==> config.mk <==
export PLATFORM = sky130hd
export DESIGN_NAME = json_token_lexer_core
export DESIGN_NICKNAME = d
export VERILOG_FILES = /design/src/rtl/jtl_pkg.sv /design/src/rtl/json_token_lexer_core.sv /design/src/rtl/jtl_front.sv /design/src/rtl/jtl_queue.sv /design/src/rtl/jtl_back.sv
export SDC_FILE = /design/constraint.sdc
export NUM_CORES = 1
export LEC_CHECK = 0
export ABC_CLOCK_PERIOD_IN_PS = 5800
export BUFFER_PORTS_ARGS = -buffer_cell sky130_fd_sc_hd__buf_2
export CORE_MARGIN = 2
export CORE_UTILIZATION = 55
export DETAILED_ROUTE_END_ITERATION = 8
export PLACE_DENSITY = 0.75
export SYNTH_ARGS = -nofsm -noshare
export SYNTH_HDL_FRONTEND = slang
export SYNTH_SLANG_ARGS = --single-unit
==> constraint.sdc <==
create_clock -name clk -period 5.8 [get_ports clk]
set_clock_uncertainty 0.05 [all_clocks]
set_input_delay 0.58 -clock clk [delete_from_list [all_inputs] [get_ports clk]]
set_output_delay 0.58 -clock clk [all_outputs]
set_load 0.02 [all_outputs]
==> src/rtl/jtl_pkg.sv <==
// Shared types, byte codes and keyword helpers for the JSON token lexer.
package jtl_pkg;

  // Stream position counter width (16..64); start_pos carries the low 32 bits
  localparam int POS_BITS = 32;

  // Longest number token the limit register can ask for
  localparam logic [6:0] NUM_LIMIT = 7'd64;

  // Token queue between front and back
  localparam int QDEPTH    = 4;
  localparam int QPTR_BITS = $clog2(QDEPTH);

  // Byte codes
  localparam logic [7:0] CH_TAB    = 8'h09;
  localparam logic [7:0] CH_CR     = 8'h0D;
  localparam logic [7:0] CH_SPACE  = 8'h20;
  localparam logic [7:0] CH_QUOTE  = 8'h22;
  localparam logic [7:0] CH_PLUS   = 8'h2B;
  localparam logic [7:0] CH_COMMA  = 8'h2C;
  localparam logic [7:0] CH_MINUS  = 8'h2D;
  localparam logic [7:0] CH_DOT    = 8'h2E;
  localparam logic [7:0] CH_ZERO   = 8'h30;
  localparam logic [7:0] CH_NINE   = 8'h39;
  localparam logic [7:0] CH_COLON  = 8'h3A;
  localparam logic [7:0] CH_UP_E   = 8'h45;
  localparam logic [7:0] CH_LBRACK = 8'h5B;
  localparam logic [7:0] CH_BSLASH = 8'h5C;
  localparam logic [7:0] CH_RBRACK = 8'h5D;
  localparam logic [7:0] CH_LOW_A  = 8'h61;
  localparam logic [7:0] CH_LOW_E  = 8'h65;
  localparam logic [7:0] CH_LOW_F  = 8'h66;
  localparam logic [7:0] CH_LOW_L  = 8'h6C;
  localparam logic [7:0] CH_LOW_N  = 8'h6E;
  localparam logic [7:0] CH_LOW_R  = 8'h72;
  localparam logic [7:0] CH_LOW_S  = 8'h73;
  localparam logic [7:0] CH_LOW_T  = 8'h74;
  localparam logic [7:0] CH_LOW_U  = 8'h75;
  localparam logic [7:0] CH_LBRACE = 8'h7B;
  localparam logic [7:0] CH_RBRACE = 8'h7D;
  localparam logic [7:0] CH_NUL    = 8'h00;

  typedef enum logic [2:0] {
    MODE_BASE   = 3'd0,
    MODE_STRING = 3'd1,
    MODE_NUMBER = 3'd2,
    MODE_TRUE   = 3'd3,
    MODE_FALSE  = 3'd4,
    MODE_NULL   = 3'd5
  } mode_t;

  typedef enum logic [3:0] {
    KIND_NUMBER = 4'd0,
    KIND_STRING = 4'd1,
    KIND_TRUE   = 4'd2,
    KIND_FALSE  = 4'd3,
    KIND_NULL   = 4'd4,
    KIND_LBRACE = 4'd5,
    KIND_RBRACE = 4'd6,
    KIND_LBRACK = 4'd7,
    KIND_RBRACK = 4'd8,
    KIND_ERROR  = 4'd9
  } kind_t;

  typedef enum logic [2:0] {
    ERR_NONE     = 3'd0,
    ERR_UNKNOWN  = 3'd1,
    ERR_KEYWORD  = 3'd2,
    ERR_FOLLOW   = 3'd3,
    ERR_TOO_LONG = 3'd4,
    ERR_ESCAPE   = 3'd5
  } err_t;

  typedef struct packed {
    kind_t       kind;
    logic [31:0] start;
    logic [31:0] len;
    err_t        err;
  } tok_t;

  // One queue entry holds every token of one byte (one or two)
  typedef struct packed {
    logic two;
    tok_t tok0;
    tok_t tok1;
  } entry_t;

  typedef struct packed {
    logic full;
    logic empty;
  } q_stat_t;

  function automatic logic is_skip(input logic [7:0] b);
    return (b == CH_COLON) || (b == CH_COMMA) || (b == CH_SPACE) ||
           ((b >= CH_TAB) && (b <= CH_CR));
  endfunction

  function automatic logic is_num(input logic [7:0] b);
    return ((b >= CH_ZERO) && (b <= CH_NINE)) || (b == CH_MINUS) ||
           (b == CH_DOT) || (b == CH_PLUS) || (b == CH_LOW_E) || (b == CH_UP_E);
  endfunction

  // Low 32 bits of a stream position, zero-extended for narrow counters
  function automatic logic [31:0] pos_lo32(input logic [POS_BITS-1:0] p);
    logic [63:0] w;
    w = 64'(p);
    return w[31:0];
  endfunction

  function automatic logic [2:0] kw_len(input mode_t m);
    logic [2:0] n;
    unique case (m)
      MODE_FALSE: n = 3'd5;
      default:    n = 3'd4;
    endcase
    return n;
  endfunction

  function automatic kind_t kw_kind(input mode_t m);
    kind_t k;
    unique case (m)
      MODE_TRUE:  k = KIND_TRUE;
      MODE_FALSE: k = KIND_FALSE;
      default:    k = KIND_NULL;
    endcase
    return k;
  endfunction

  // Expected letter at index i of the keyword being matched
  function automatic logic [7:0] kw_char(input mode_t m, input logic [2:0] i);
    logic [7:0] c;
    c = CH_NUL;
    unique case (m)
      MODE_TRUE: begin
        case (i)
          3'd0:    c = CH_LOW_T;
          3'd1:    c = CH_LOW_R;
          3'd2:    c = CH_LOW_U;
          3'd3:    c = CH_LOW_E;
          default: c = CH_NUL;
        endcase
      end
      MODE_FALSE: begin
        case (i)
          3'd0:    c = CH_LOW_F;
          3'd1:    c = CH_LOW_A;
          3'd2:    c = CH_LOW_L;
          3'd3:    c = CH_LOW_S;
          3'd4:    c = CH_LOW_E;
          default: c = CH_NUL;
        endcase
      end
      default: begin
        case (i)
          3'd0:    c = CH_LOW_N;
          3'd1:    c = CH_LOW_U;
          3'd2:    c = CH_LOW_L;
          3'd3:    c = CH_LOW_L;
          default: c = CH_NUL;
        endcase
      end
    endcase
    return c;
  endfunction

endpackage

==> src/rtl/json_token_lexer_core.sv <==
// Top level of the streaming JSON token lexer.
//
// Input channel: one text byte per beat on in_data_byte, in_valid/in_stall.
// Output channel: one token per beat (kind, start position, length, error
// code, last_of_run), out_valid/out_stall. A byte yields zero, one or two
// tokens; last_of_run marks the final token of a byte.
// Configuration: cfg_wr_en writes cfg_wr_data into the number length limit
// (reset 64); write only while no tokens are in flight.
// A token passes from its byte through the token queue and then the output
// register before it appears on the output; the second token of a byte
// follows it through the output register. Throughput: one byte per cycle
// while the queue is not full; a byte with two tokens gives two output beats.
// The front keeps all lexing state and pushes each byte's tokens into a
// four-entry queue; the back drains it one token per cycle into the output
// register while out_stall does not hold the output. in_stall rises only
// when that queue is full, so a stalled receiver holds the output beat and
// lets up to four more token-producing bytes in before the input stalls.
// Reset (rst_n low, synchronous) clears lexing mode, positions, counts, the
// error halt and the queue. After an error token the lexer takes and drops
// bytes until the next reset.
module json_token_lexer_core import jtl_pkg::*; (
  input  logic        clk,
  input  logic        rst_n,
  input  logic        cfg_wr_en,
  input  logic [6:0]  cfg_wr_data,
  input  logic        in_valid,
  output logic        in_stall,
  input  logic [7:0]  in_data_byte,
  output logic        out_valid,
  input  logic        out_stall,
  output logic [3:0]  out_token_kind,
  output logic [31:0] out_start_pos,
  output logic [31:0] out_token_length,
  output logic [2:0]  out_error_code,
  output logic        out_last_of_run
);

  q_stat_t q_stat;
  logic    push;
  entry_t  push_entry;
  logic    pop;
  entry_t  head;

  jtl_front u_front (
    .clk          (clk),
    .rst_n        (rst_n),
    .cfg_wr_en    (cfg_wr_en),
    .cfg_wr_data  (cfg_wr_data),
    .in_valid     (in_valid),
    .in_stall     (in_stall),
    .in_data_byte (in_data_byte),
    .q_stat       (q_stat),
    .push         (push),
    .push_entry   (push_entry)
  );

  jtl_queue u_queue (
    .clk        (clk),
    .rst_n      (rst_n),
    .push       (push),
    .push_entry (push_entry),
    .pop        (pop),
    .head       (head),
    .q_stat     (q_stat)
  );

  jtl_back u_back (
    .clk              (clk),
    .rst_n            (rst_n),
    .q_stat           (q_stat),
    .head             (head),
    .pop              (pop),
    .out_valid        (out_valid),
    .out_stall        (out_stall),
    .out_token_kind   (out_token_kind),
    .out_start_pos    (out_start_pos),
    .out_token_length (out_token_length),
    .out_error_code   (out_error_code),
    .out_last_of_run  (out_last_of_run)
  );

endmodule

==> src/rtl/jtl_front.sv <==
// Lexer front: takes bytes, tracks lexing mode and builds the tokens of each byte.
module jtl_front import jtl_pkg::*; (
  input  logic       clk,
  input  logic       rst_n,
  input  logic       cfg_wr_en,
  input  logic [6:0] cfg_wr_data,
  input  logic       in_valid,
  output logic       in_stall,
  input  logic [7:0] in_data_byte,
  input  q_stat_t    q_stat,
  output logic       push,
  output entry_t     push_entry
);

  mode_t                mode_r,   mode_nxt;
  logic [2:0]           kw_idx_r, kw_idx_nxt;
  logic [POS_BITS-1:0]  pos_r,    pos_nxt;
  logic [POS_BITS-1:0]  start_r,  start_nxt;
  logic [31:0]          cnt_r,    cnt_nxt;
  logic                 halted_r, halted_nxt;
  logic [6:0]           max_len_r;

  logic       accept;
  logic       fire;
  logic [7:0] b;
  logic [6:0] lim;
  logic [31:0] cnt_inc;

  // byte classes
  logic  b_skip, b_num, b_brk, b_quote, b_kw, b_follow;
  kind_t b_brk_kind;
  mode_t b_kw_mode;

  // decode results
  logic close_c;
  logic relex_c;
  err_t err_c;

  tok_t close_tok, act_tok;
  logic act_vld;

  assign in_stall = q_stat.full;
  assign accept   = in_valid && !q_stat.full;
  assign fire     = accept && !halted_r;
  assign b        = in_data_byte;
  assign lim      = (max_len_r > NUM_LIMIT) ? NUM_LIMIT : max_len_r;
  assign cnt_inc  = cnt_r + 32'd1;

  // byte classification
  always_comb begin
    b_brk      = 1'b1;
    b_brk_kind = KIND_LBRACE;
    unique case (b)
      CH_LBRACE: b_brk_kind = KIND_LBRACE;
      CH_RBRACE: b_brk_kind = KIND_RBRACE;
      CH_LBRACK: b_brk_kind = KIND_LBRACK;
      CH_RBRACK: b_brk_kind = KIND_RBRACK;
      default:   b_brk      = 1'b0;
    endcase
    b_kw      = 1'b1;
    b_kw_mode = MODE_TRUE;
    unique case (b)
      CH_LOW_T: b_kw_mode = MODE_TRUE;
      CH_LOW_F: b_kw_mode = MODE_FALSE;
      CH_LOW_N: b_kw_mode = MODE_NULL;
      default:  b_kw      = 1'b0;
    endcase
    b_skip   = is_skip(b);
    b_num    = is_num(b);
    b_quote  = (b == CH_QUOTE);
    b_follow = b_skip || (b == CH_RBRACK) || (b == CH_RBRACE);
  end

  // decode: does this byte close a token, re-lex in base mode, or fail
  always_comb begin
    close_c = 1'b0;
    relex_c = 1'b0;
    err_c   = ERR_NONE;
    unique case (mode_r) inside
      MODE_STRING: begin
        if (b_quote) close_c = 1'b1;
        else if (b == CH_BSLASH) err_c = ERR_ESCAPE;
      end
      MODE_NUMBER: begin
        if (b_num) begin
          if (cnt_inc > 32'(lim)) err_c = ERR_TOO_LONG;
        end else begin
          close_c = 1'b1;
          relex_c = 1'b1;
        end
      end
      MODE_TRUE, MODE_FALSE, MODE_NULL: begin
        if (kw_idx_r < kw_len(mode_r)) begin
          if (b != kw_char(mode_r, kw_idx_r)) err_c = ERR_KEYWORD;
        end else if (b_follow) begin
          close_c = 1'b1;
          relex_c = 1'b1;
        end else begin
          err_c = ERR_FOLLOW;
        end
      end
      default: relex_c = 1'b1;
    endcase
    // base-mode errors
    if (relex_c && !(b_skip || b_brk || b_quote || b_kw)) begin
      if (b_num) begin
        if (lim == 7'd0) err_c = ERR_TOO_LONG;
      end else begin
        err_c = ERR_UNKNOWN;
      end
    end
  end

  // next state
  always_comb begin
    mode_nxt   = mode_r;
    kw_idx_nxt = kw_idx_r;
    pos_nxt    = pos_r;
    start_nxt  = start_r;
    cnt_nxt    = cnt_r;
    halted_nxt = halted_r;
    if (fire) begin
      if (err_c != ERR_NONE) begin
        halted_nxt = 1'b1;
      end else begin
        pos_nxt = pos_r + 1'b1;
        unique case (mode_r) inside
          MODE_STRING: begin
            if (close_c) mode_nxt = MODE_BASE;
            else if (cnt_r != '1) cnt_nxt = cnt_inc;
          end
          MODE_NUMBER: begin
            if (!relex_c) cnt_nxt = cnt_inc;
          end
          MODE_TRUE, MODE_FALSE, MODE_NULL: begin
            if (!relex_c) kw_idx_nxt = kw_idx_r + 3'd1;
          end
          default: ;
        endcase
        if (relex_c) begin
          mode_nxt = MODE_BASE;
          if (b_quote) begin
            mode_nxt  = MODE_STRING;
            start_nxt = pos_r + 1'b1;
            cnt_nxt   = 32'd0;
          end else if (b_kw) begin
            mode_nxt   = b_kw_mode;
            kw_idx_nxt = 3'd1;
            start_nxt  = pos_r;
          end else if (b_num && !b_skip && !b_brk) begin
            mode_nxt  = MODE_NUMBER;
            start_nxt = pos_r;
            cnt_nxt   = 32'd1;
          end
        end
      end
    end
  end

  // token outputs
  always_comb begin
    close_tok       = '0;
    close_tok.start = pos_lo32(start_r);
    close_tok.err   = ERR_NONE;
    unique case (mode_r) inside
      MODE_STRING: begin
        close_tok.kind = KIND_STRING;
        close_tok.len  = cnt_r;
      end
      MODE_TRUE, MODE_FALSE, MODE_NULL: begin
        close_tok.kind = kw_kind(mode_r);
        close_tok.len  = 32'(kw_len(mode_r));
      end
      default: begin
        close_tok.kind = KIND_NUMBER;
        close_tok.len  = cnt_r;
      end
    endcase

    act_tok       = '0;
    act_tok.start = pos_lo32(pos_r);
    act_vld       = 1'b0;
    if (err_c != ERR_NONE) begin
      act_vld      = 1'b1;
      act_tok.kind = KIND_ERROR;
      act_tok.len  = 32'd0;
      act_tok.err  = err_c;
    end else begin
      act_vld      = relex_c && b_brk;
      act_tok.kind = b_brk_kind;
      act_tok.len  = 32'd1;
      act_tok.err  = ERR_NONE;
    end

    push            = fire && (close_c || act_vld);
    push_entry.two  = close_c && act_vld;
    push_entry.tok0 = close_c ? close_tok : act_tok;
    push_entry.tok1 = act_tok;
  end

  always_ff @(posedge clk) begin
    if (!rst_n) begin
      mode_r    <= MODE_BASE;
      kw_idx_r  <= 3'd0;
      pos_r     <= '0;
      start_r   <= '0;
      cnt_r     <= 32'd0;
      halted_r  <= 1'b0;
      max_len_r <= NUM_LIMIT;
    end else begin
      mode_r   <= mode_nxt;
      kw_idx_r <= kw_idx_nxt;
      pos_r    <= pos_nxt;
      start_r  <= start_nxt;
      cnt_r    <= cnt_nxt;
      halted_r <= halted_nxt;
      if (cfg_wr_en) max_len_r <= cfg_wr_data;
    end
  end

  // a halted lexer produces nothing and its position stays put
  a_halt_no_push: assert property (@(posedge clk) disable iff (!rst_n)
    halted_r |-> !push) else $error("token pushed while halted");
  a_halt_pos: assert property (@(posedge clk) disable iff (!rst_n)
    halted_r |=> $stable(pos_r)) else $error("position moved while halted");

endmodule

==> src/rtl/jtl_queue.sv <==
// Short token queue between the lexer front and the output back end.
module jtl_queue import jtl_pkg::*; (
  input  logic    clk,
  input  logic    rst_n,
  input  logic    push,
  input  entry_t  push_entry,
  input  logic    pop,
  output entry_t  head,
  output q_stat_t q_stat
);

  entry_t               mem_r [QDEPTH];
  logic [QPTR_BITS-1:0] wr_ptr_r, wr_ptr_nxt;
  logic [QPTR_BITS-1:0] rd_ptr_r, rd_ptr_nxt;
  logic [QPTR_BITS:0]   cnt_r,    cnt_nxt;

  assign head         = mem_r[rd_ptr_r];
  assign q_stat.full  = (cnt_r == (QPTR_BITS+1)'(QDEPTH));
  assign q_stat.empty = (cnt_r == '0);

  // pointer and fill count
  always_comb begin
    wr_ptr_nxt = push ? wr_ptr_r + 1'b1 : wr_ptr_r;
    rd_ptr_nxt = pop  ? rd_ptr_r + 1'b1 : rd_ptr_r;
    cnt_nxt    = cnt_r;
    if (push && !pop) cnt_nxt = cnt_r + 1'b1;
    else if (!push && pop) cnt_nxt = cnt_r - 1'b1;
  end

  always_ff @(posedge clk) begin
    if (!rst_n) begin
      wr_ptr_r <= '0;
      rd_ptr_r <= '0;
      cnt_r    <= '0;
    end else begin
      wr_ptr_r <= wr_ptr_nxt;
      rd_ptr_r <= rd_ptr_nxt;
      cnt_r    <= cnt_nxt;
    end
  end

  // entry storage
  always_ff @(posedge clk) begin
    if (push) mem_r[wr_ptr_r] <= push_entry;
  end

  a_no_overflow: assert property (@(posedge clk) disable iff (!rst_n)
    push |-> !q_stat.full) else $error("queue overflow");
  a_no_underflow: assert property (@(posedge clk) disable iff (!rst_n)
    pop |-> !q_stat.empty) else $error("queue underflow");

endmodule

==> src/rtl/jtl_back.sv <==
// Output back end: splits queue entries into single token beats behind an output register.
module jtl_back import jtl_pkg::*; (
  input  logic        clk,
  input  logic        rst_n,
  input  q_stat_t     q_stat,
  input  entry_t      head,
  output logic        pop,
  output logic        out_valid,
  input  logic        out_stall,
  output logic [3:0]  out_token_kind,
  output logic [31:0] out_start_pos,
  output logic [31:0] out_token_length,
  output logic [2:0]  out_error_code,
  output logic        out_last_of_run
);

  logic out_valid_r, out_valid_nxt;
  logic sub_r,       sub_nxt;
  tok_t out_tok_r;
  logic out_last_r;

  logic load;
  logic last_c;
  tok_t tok_c;

  // pick the next token of the head entry when the output register frees up
  always_comb begin
    load          = !q_stat.empty && (!out_valid_r || !out_stall);
    last_c        = !head.two || sub_r;
    tok_c         = sub_r ? head.tok1 : head.tok0;
    pop           = load && last_c;
    sub_nxt       = load ? !last_c : sub_r;
    out_valid_nxt = load ? 1'b1 : (out_stall ? out_valid_r : 1'b0);
  end

  always_ff @(posedge clk) begin
    if (!rst_n) begin
      out_valid_r <= 1'b0;
      sub_r       <= 1'b0;
    end else begin
      out_valid_r <= out_valid_nxt;
      sub_r       <= sub_nxt;
    end
  end

  always_ff @(posedge clk) begin
    if (load) begin
      out_tok_r  <= tok_c;
      out_last_r <= last_c;
    end
  end

  assign out_valid        = out_valid_r;
  assign out_token_kind   = out_tok_r.kind;
  assign out_start_pos    = out_tok_r.start;
  assign out_token_length = out_tok_r.len;
  assign out_error_code   = out_tok_r.err;
  assign out_last_of_run  = out_last_r;

  // second half of a pair only while its entry is still at the head
  a_sub_pair: assert property (@(posedge clk) disable iff (!rst_n)
    sub_r |-> (!q_stat.empty && head.two)) else $error("second token without pair");

endmodule

Word-level counts from Yosys, hierarchy flattened
Memories as Yosys holds them, arrays and structs flattened. A register that Yosys moved wholly into a read port is not among the register bits.
Cells that the tools add are included.
- register bits after elaboration: 191
- bits in writable memories: 448
- input port bits: 20
- output and inout bits: 74
- logic and storage cells: 189
- memories: 1
- add/subtract/negate cells: 7
- $lt $le $gt $ge: 7
- equal/unequal tests: 30
- muxes and demuxes: 68
- bitwise logic cells: 1
- reductions and logical operators: 58
- memory list (memory ; words ; bits a word ; rd ports ; clocked after Yosys merged registers in ; write ports ; RTL line ; text):
    u_queue.mem_r ; 4 ; 112 ; 1 ; 1 ; 1 ; jtl_queue.sv:12 ; entry_t mem_r [QDEPTH];
- operators by type and width (cell ; number):
    32-bit two-way mux ; 11
    71-bit two-way mux ; 2
    8-bit by 7-bit equality test with 1-bit output, second input constant ; 10
    32-bit by 1-bit adder with 32-bit output, second input constant ; 2
    32-bit case mux with 2 select lines ; 1
    3-bit two-way mux ; 21
    8-bit by 6-bit equality test with 1-bit output, second input constant ; 7
    7-bit case mux with 5 select lines ; 1
    32-bit by 7-bit greater-than comparator with 1-bit output ; 1
    32-bit inequality test, second input constant ; 1
    7-bit case mux with 4 select lines ; 1
    7-bit case mux with 3 select lines ; 1
    1-bit logical OR ; 16
    8-bit two-way mux ; 2
    8-bit case mux with 2 select lines ; 1
    1-bit logical AND ; 14
    3-bit by 2-bit equality test with 1-bit output, second input constant ; 4
    3-bit equality test, second input constant ; 4
    1-bit zero test ; 12
    1-bit two-way mux ; 12
    3-bit case mux with 2 select lines ; 2
    4-bit case mux with 3 select lines ; 1
    2-bit two-way mux ; 5
    3-bit case mux with 3 select lines ; 1
    26 further kinds ; 38

Longest topological paths before layout
- word-level depth: 21
- depth in mapped cells: 20
- depth with buffers taken out: 18

Hierarchy
From an unflattened synthesis, not the netlist that was laid out.
- cells, all modules: 2078
- area total of the unflattened synthesis: 32945.3 um^2
- by module, submodules not included (module ; instances ; cells each ; area each (um^2) ; seq. area each (um^2)):
    jtl_queue ; 1 ; 790 ; 21050.2 ; 17356.6
    jtl_front ; 1 ; 1127 ; 8541.9 ; 2202.1
    jtl_back ; 1 ; 161 ; 3353.2 ; 2202.1

Least setup slack after synthesis
OpenSTA, ideal clock, no wires.
- path type: input port to flip-flop
- start: in in_data_byte[4]
- end: mem u_queue.mem_r[0][0] (netlist name), enable pin
- library setup time: 0.484 ns
- data arrival time: 5.664 ns
- required time: 5.266 ns
- setup slack: -0.398 ns
- stages: 12
- path buffers: 3
- path through: or4b_2 a221o_1 a31oi_1 o21ai_2 and2_1 clkbuf_1 nor3_1 or4_1 buf_2 o31a_1 buf_2 and2_1
- longest elaborated chain between the ends: 18
- elaborated cells between the ends (all ways): 66
- classes of those cells: order compare (4); eq/ne (18); mux (21); reduce/logical (23)
- RTL lines (element ; RTL line ; text):
    start, declared ; json_token_lexer_core.sv:28 ; input logic [7:0] in_data_byte,
    8-bit by 6-bit greater-or-equal comparator with 1-bit output, or another cell as far along ; jtl_pkg.sv:99 ; return ((b >= CH_ZERO) && (b <= CH_NINE)) || (b == CH_MINUS) ||
    1-bit logical AND / 1-bit logical OR (equally long branches) ; jtl_pkg.sv:99, jtl_pkg.sv:94 ;
    1-bit logical OR, on equally long branches (2 in series) ; jtl_pkg.sv:99, jtl_pkg.sv:94 ;
    1-bit logical OR, on equally long branches (2 in series) ; jtl_pkg.sv:100, jtl_front.sv:71 ;
    1-bit logical OR / 2-bit two-way mux (equally long branches) ; jtl_pkg.sv:100, jtl_front.sv:95 ;
    3-bit two-way mux, on equally long branches ; jtl_front.sv:85, jtl_front.sv:93 ;
    3-bit case mux with 3 select lines ; jtl_front.sv:79 ; unique case (mode_r) inside
    3-bit two-way mux ; jtl_front.sv:107 ; if (lim == 7'd0) err_c = ERR_TOO_LONG;
    3-bit two-way mux ; jtl_front.sv:106 ; if (b_num) begin
    3-bit two-way mux ; jtl_front.sv:105 ; if (relex_c && !(b_skip || b_brk || b_quote || b_kw)) begin
    3-bit nonzero test ; jtl_front.sv:183 ; if (err_c != ERR_NONE) begin
    1-bit two-way mux ; jtl_front.sv:183 ;
    1-bit logical OR (*) ; jtl_front.sv:195 ; push = fire && (close_c || act_vld);
    1-bit logical AND (*) ; jtl_front.sv:195 ;
    named net push ; json_token_lexer_core.sv:39 ; logic push;
    1-bit two-way mux (*) ; jtl_queue.sv:44 ; if (push) mem_r[wr_ptr_r] <= push_entry;
    1-bit two-way mux (implied by the code) (*) ; jtl_queue.sv:44 ;
    end, declared ; jtl_queue.sv:12 ;
The timed path passes the listed nets; every way through them passes the cells marked *.

Final worst setup path
- start: reg u_front.cnt_r[0]
- end: mem u_queue.mem_r[0][63] (netlist name), enable pin
- longest elaborated chain between the ends: 14
- RTL lines (element ; RTL line ; text):
    start, declared ; jtl_front.sv:19 ; logic [31:0] cnt_r, cnt_nxt;
    start signal, assigned ; jtl_front.sv:215 ; cnt_r <= cnt_nxt;
    32-bit by 1-bit adder with 32-bit output (*) ; jtl_front.sv:47 ; assign cnt_inc = cnt_r + 32'd1;
    32-bit by 7-bit greater-than comparator with 1-bit output (*) ; jtl_front.sv:86 ; if (cnt_inc > 32'(lim)) err_c = ERR_TOO_LONG;
    3-bit two-way mux (*) ; jtl_front.sv:86 ;
    3-bit two-way mux (*) ; jtl_front.sv:85 ; if (b_num) begin
    3-bit case mux with 3 select lines (*) ; jtl_front.sv:79 ;
    3-bit two-way mux ; jtl_front.sv:107 ;
    3-bit two-way mux ; jtl_front.sv:106 ;
    3-bit two-way mux (*) ; jtl_front.sv:105 ;
    3-bit nonzero test (*) ; jtl_front.sv:183 ;
    1-bit two-way mux (*) ; jtl_front.sv:183 ;
    1-bit logical OR (*) ; jtl_front.sv:195 ;
    1-bit logical AND (*) ; jtl_front.sv:195 ;
    1-bit two-way mux (*) ; jtl_queue.sv:44 ;
    1-bit two-way mux (implied by the code) (*) ; jtl_queue.sv:44 ;
Every way passes the cells marked *; elsewhere a longest branch is shown, timed or not.

==> results.json <==
{
  "outcome": "completed",
  "worst_setup_path_start_kind": "flip-flop",
  "maxCapViolCount": 0,
  "fp.dieW_um": 229,
  "drv_slew": 0,
  "critPathMaxFanout": 32,
  "first_iter_violations": 1656,
  "synth_cell_types": 87,
  "ioPinCount": 94,
  "yosys.area.top_type": "edfxtp_1",
  "cts_resized": 0,
  "critPathArrivalTime_ns": 5.24,
  "multi_input_area_mm2": 0.00924,
  "setup_viol": 0,
  "grt_max_degree": 112,
  "period_needed_ns": 5.05,
  "fp.dieArea_mm2": 0.0525,
  "wl_per_cell_um": 22.6,
  "finalNonFillerCells": 2737,
  "avgViaCountPerCell": 6.22,
  "post-dp-hpwl_um": 37900,
  "h-tree-depth": 3,
  "post-cts-setup-buffers": 0,
  "die_h_um": 229,
  "path_clk_slew_ns": 0.07,
  "clockBufferDepth": 3,
  "syn2layout_area_growth_pct": 11.7,
  "clock.fmax_mhz": 198,
  "rrSetupSlack_ns": 0.75,
  "grt.overflow.total": 0,
  "cts_root_buf": "clkbuf_16",
  "pre_cts_slack_ns": 0.663,
  "relSlewSlack": 0.254,
  "fin_util": 0.622,
  "critical_path_class": "reg2reg",
  "grt_pass1_wl_um": 97200,
  "synth_warnings": 0,
  "setup_tns_ns": 0,
  "cts.sinks": 641,
  "fill_cells": 3701,
  "tightest_slew_ns": 1.12,
  "dr.pass1.iters": 6,
  "synth_flop_cell": "edfxtp_1",
  "fin_worst_hold_slack_ns": 0.146,
  "cts_tree": "done",
  "synth_fp_nets": 1988,
  "drcViolationCount": 0,
  "yosys.area.top_type_share": 0.560,
  "power.density_mw_per_mm2": 401,
  "synth_edf_count": 520,
  "layout_common_cells": "edfxtp_1, nand2_1, dfxtp_1",
  "timing.final.crit_share": 0.871,
  "layout_commonest_cell": "edfxtp_1",
  "routed_wl_um": 61900,
  "worst_ep_required_time_ns": 5.99,
  "vdd_drop_max_uv": 717,
  "finalHoldViolations": 0,
  "cts_hold_buf": 0,
  "initial_core_util": 0.557,
  "vias": 17000,
  "cts_buffers": 67,
  "grt_pass1_vias": 16800,
  "track_usage": 0.238,
  "hp-class": "in2reg",
  "route.antenna.remaining_nets": 0,
  "num_rows": 82,
  "rsz0062_at_grt": "no",
  "yosysSeqAreaShare": 0.647,
  "synth_area_leaders": "edfxtp_1, mux4_2, dfxtp_1",
  "synth.avg_cell_area_um2": 14.3,
  "core_area_mm2": 0.0501,
  "antenna_found_initial": 5,
  "ys_ff_latch": 641,
  "p_leak_uw": 0.0104,
  "globalplace.congestion": 0.948,
  "synthArstFlopShare": 0,
  "numPortBuffers": 93,
  "end_kind": "flip-flop",
  "syn_inst": 1948,
  "dp_cells": 2611,
  "worst_slack_ns": 0.747,
  "syn-cell-area_mm2": 0.0279,
  "nets": 2048,
  "drive_above_1_share": 0.208,
  "clock_latency_ns": 0.61,
  "seqCellArea_mm2": 0.0180
}
-- stage by stage --
step | power [µW] | cell area (µm²)
after floorplan | 7740 | 27900
after global placement | 8460 | 29000
after detailed placement | 8500 | 29000
after CTS | 12600 | 31100
after global routing | 13000 | 31100
final | 12500 | 31100
-- critical path, stage by stage, from the launching register on --
cell and delay (ns):
dfxtp_1 0.44, ha_1 0.30, and2_1 0.30, nand2_1 0.14
xnor2_1 0.15, ha_1 0.30, nand4_1 0.11, o221a_2 0.31
o311a_1 0.32, o2111ai_1 0.13, o31a_1 0.33, or4_1 0.33
o31a_1 0.37, and2_4 0.55, buf_4 0.51
-- report_power, final --
part | total, µW | switching, µW | internal (µW)
Sequential | 5860 | 204 | 5660
Clock | 4120 | 1760 | 2350
Combinational | 2510 | 1440 | 1060
-- sequential cells by signal (all words and copies together) (netlist names), named ones only --
| signal | flops |
|---|---|
| u_queue.cnt_r | 3 |
| u_front.kw_idx_r | 3 |
| u_front.mode_r | 3 |
| u_queue.rd_ptr_r | 2 |
| u_back.out_error_code | 3 |
| u_back.out_valid | 1 |
| u_back.out_start_pos | 32 |
| u_front.halted_r | 1 |
| u_back.out_last_of_run | 1 |
| u_queue.mem_r | 448 |
| u_back.out_token_kind | 4 |
| u_front.start_r | 32 |
| u_back.sub_r | 1 |
| u_front.pos_r | 32 |
| u_queue.wr_ptr_r | 2 |
| u_front.cnt_r | 32 |
| u_front.max_len_r | 7 |
| u_back.out_token_length | 32 |
-- logic make-up after synthesis --
| logic type | share of synthesized area |
|---|---|
| flip-flops | 0.647 |
| AND/OR/NAND/NOR | 0.108 |
| AO/OA/AOI/OAI | 0.0785 |
| multiplexers | 0.114 |
| buffers and inverters | 0.0238 |
| XOR/XNOR | 0.0198 |
| adder cells (fa/ha/maj) | 0.00924 |
-- layer usage --
metal  global-route usage  routed length (µm)  part of all wire  vias up
met3               0.0442                4390             0.071      101
met4               0.0933                1470             0.024        0
met2                0.366               28900              0.47      648
met5                    0                   0                 0        -
met1                0.341               27100              0.44     8572
li1                     -                   -                 -     7710
-- worst paths after layout --
check	startpoint	endpoint	cells after the start
hold reg to reg	u_front.halted_r$_SDFFE_PN0P_	u_front.halted_r$_SDFFE_PN0P_	1
setup reg to reg	u_front.cnt_r[0]$_SDFFE_PN0P_	u_queue.mem_r[0][63]$_DFFE_PP_	14
hold / removal	cfg_wr_data[6]	u_front.max_len_r[6]$_SDFFE_PN1P_	3
setup / recovery	u_front.cnt_r[0]$_SDFFE_PN0P_	u_queue.mem_r[0][63]$_DFFE_PP_	14
-- synthesized netlist by cell type, drive strengths merged, types with 17 or more instances --
library cell  number
nor2              91
o31ai             23
clkbuf            83
mux2              41
mux4             112
dfxtp            121
o21ai             51
nand2            175
or3               23
nor2b             40
buf               57
xor2              22
nand4             18
inv               22
a22o              17
nand3             48
mux2i             19
edfxtp           520
and3              23
a21oi             92
ha                19
nor3              37
xnor2             41
a311oi            30
and2              42
-- final cells by class --
| class | instances | share of cell area |
|---|---|---|
| multi-input combinational | 1145 | 0.297 |
| inverter | 22 | 0.00265 |
| clock inverter | 27 | 0.00856 |
| tap | 672 | 0.0270 |
| antenna | 3 | 0.000241 |
| timing repair buffer | 131 | 0.0257 |
| clock buffer | 96 | 0.0596 |
| sequential | 641 | 0.580 |
No activity file was read; power rests on OpenSTA's default activity.
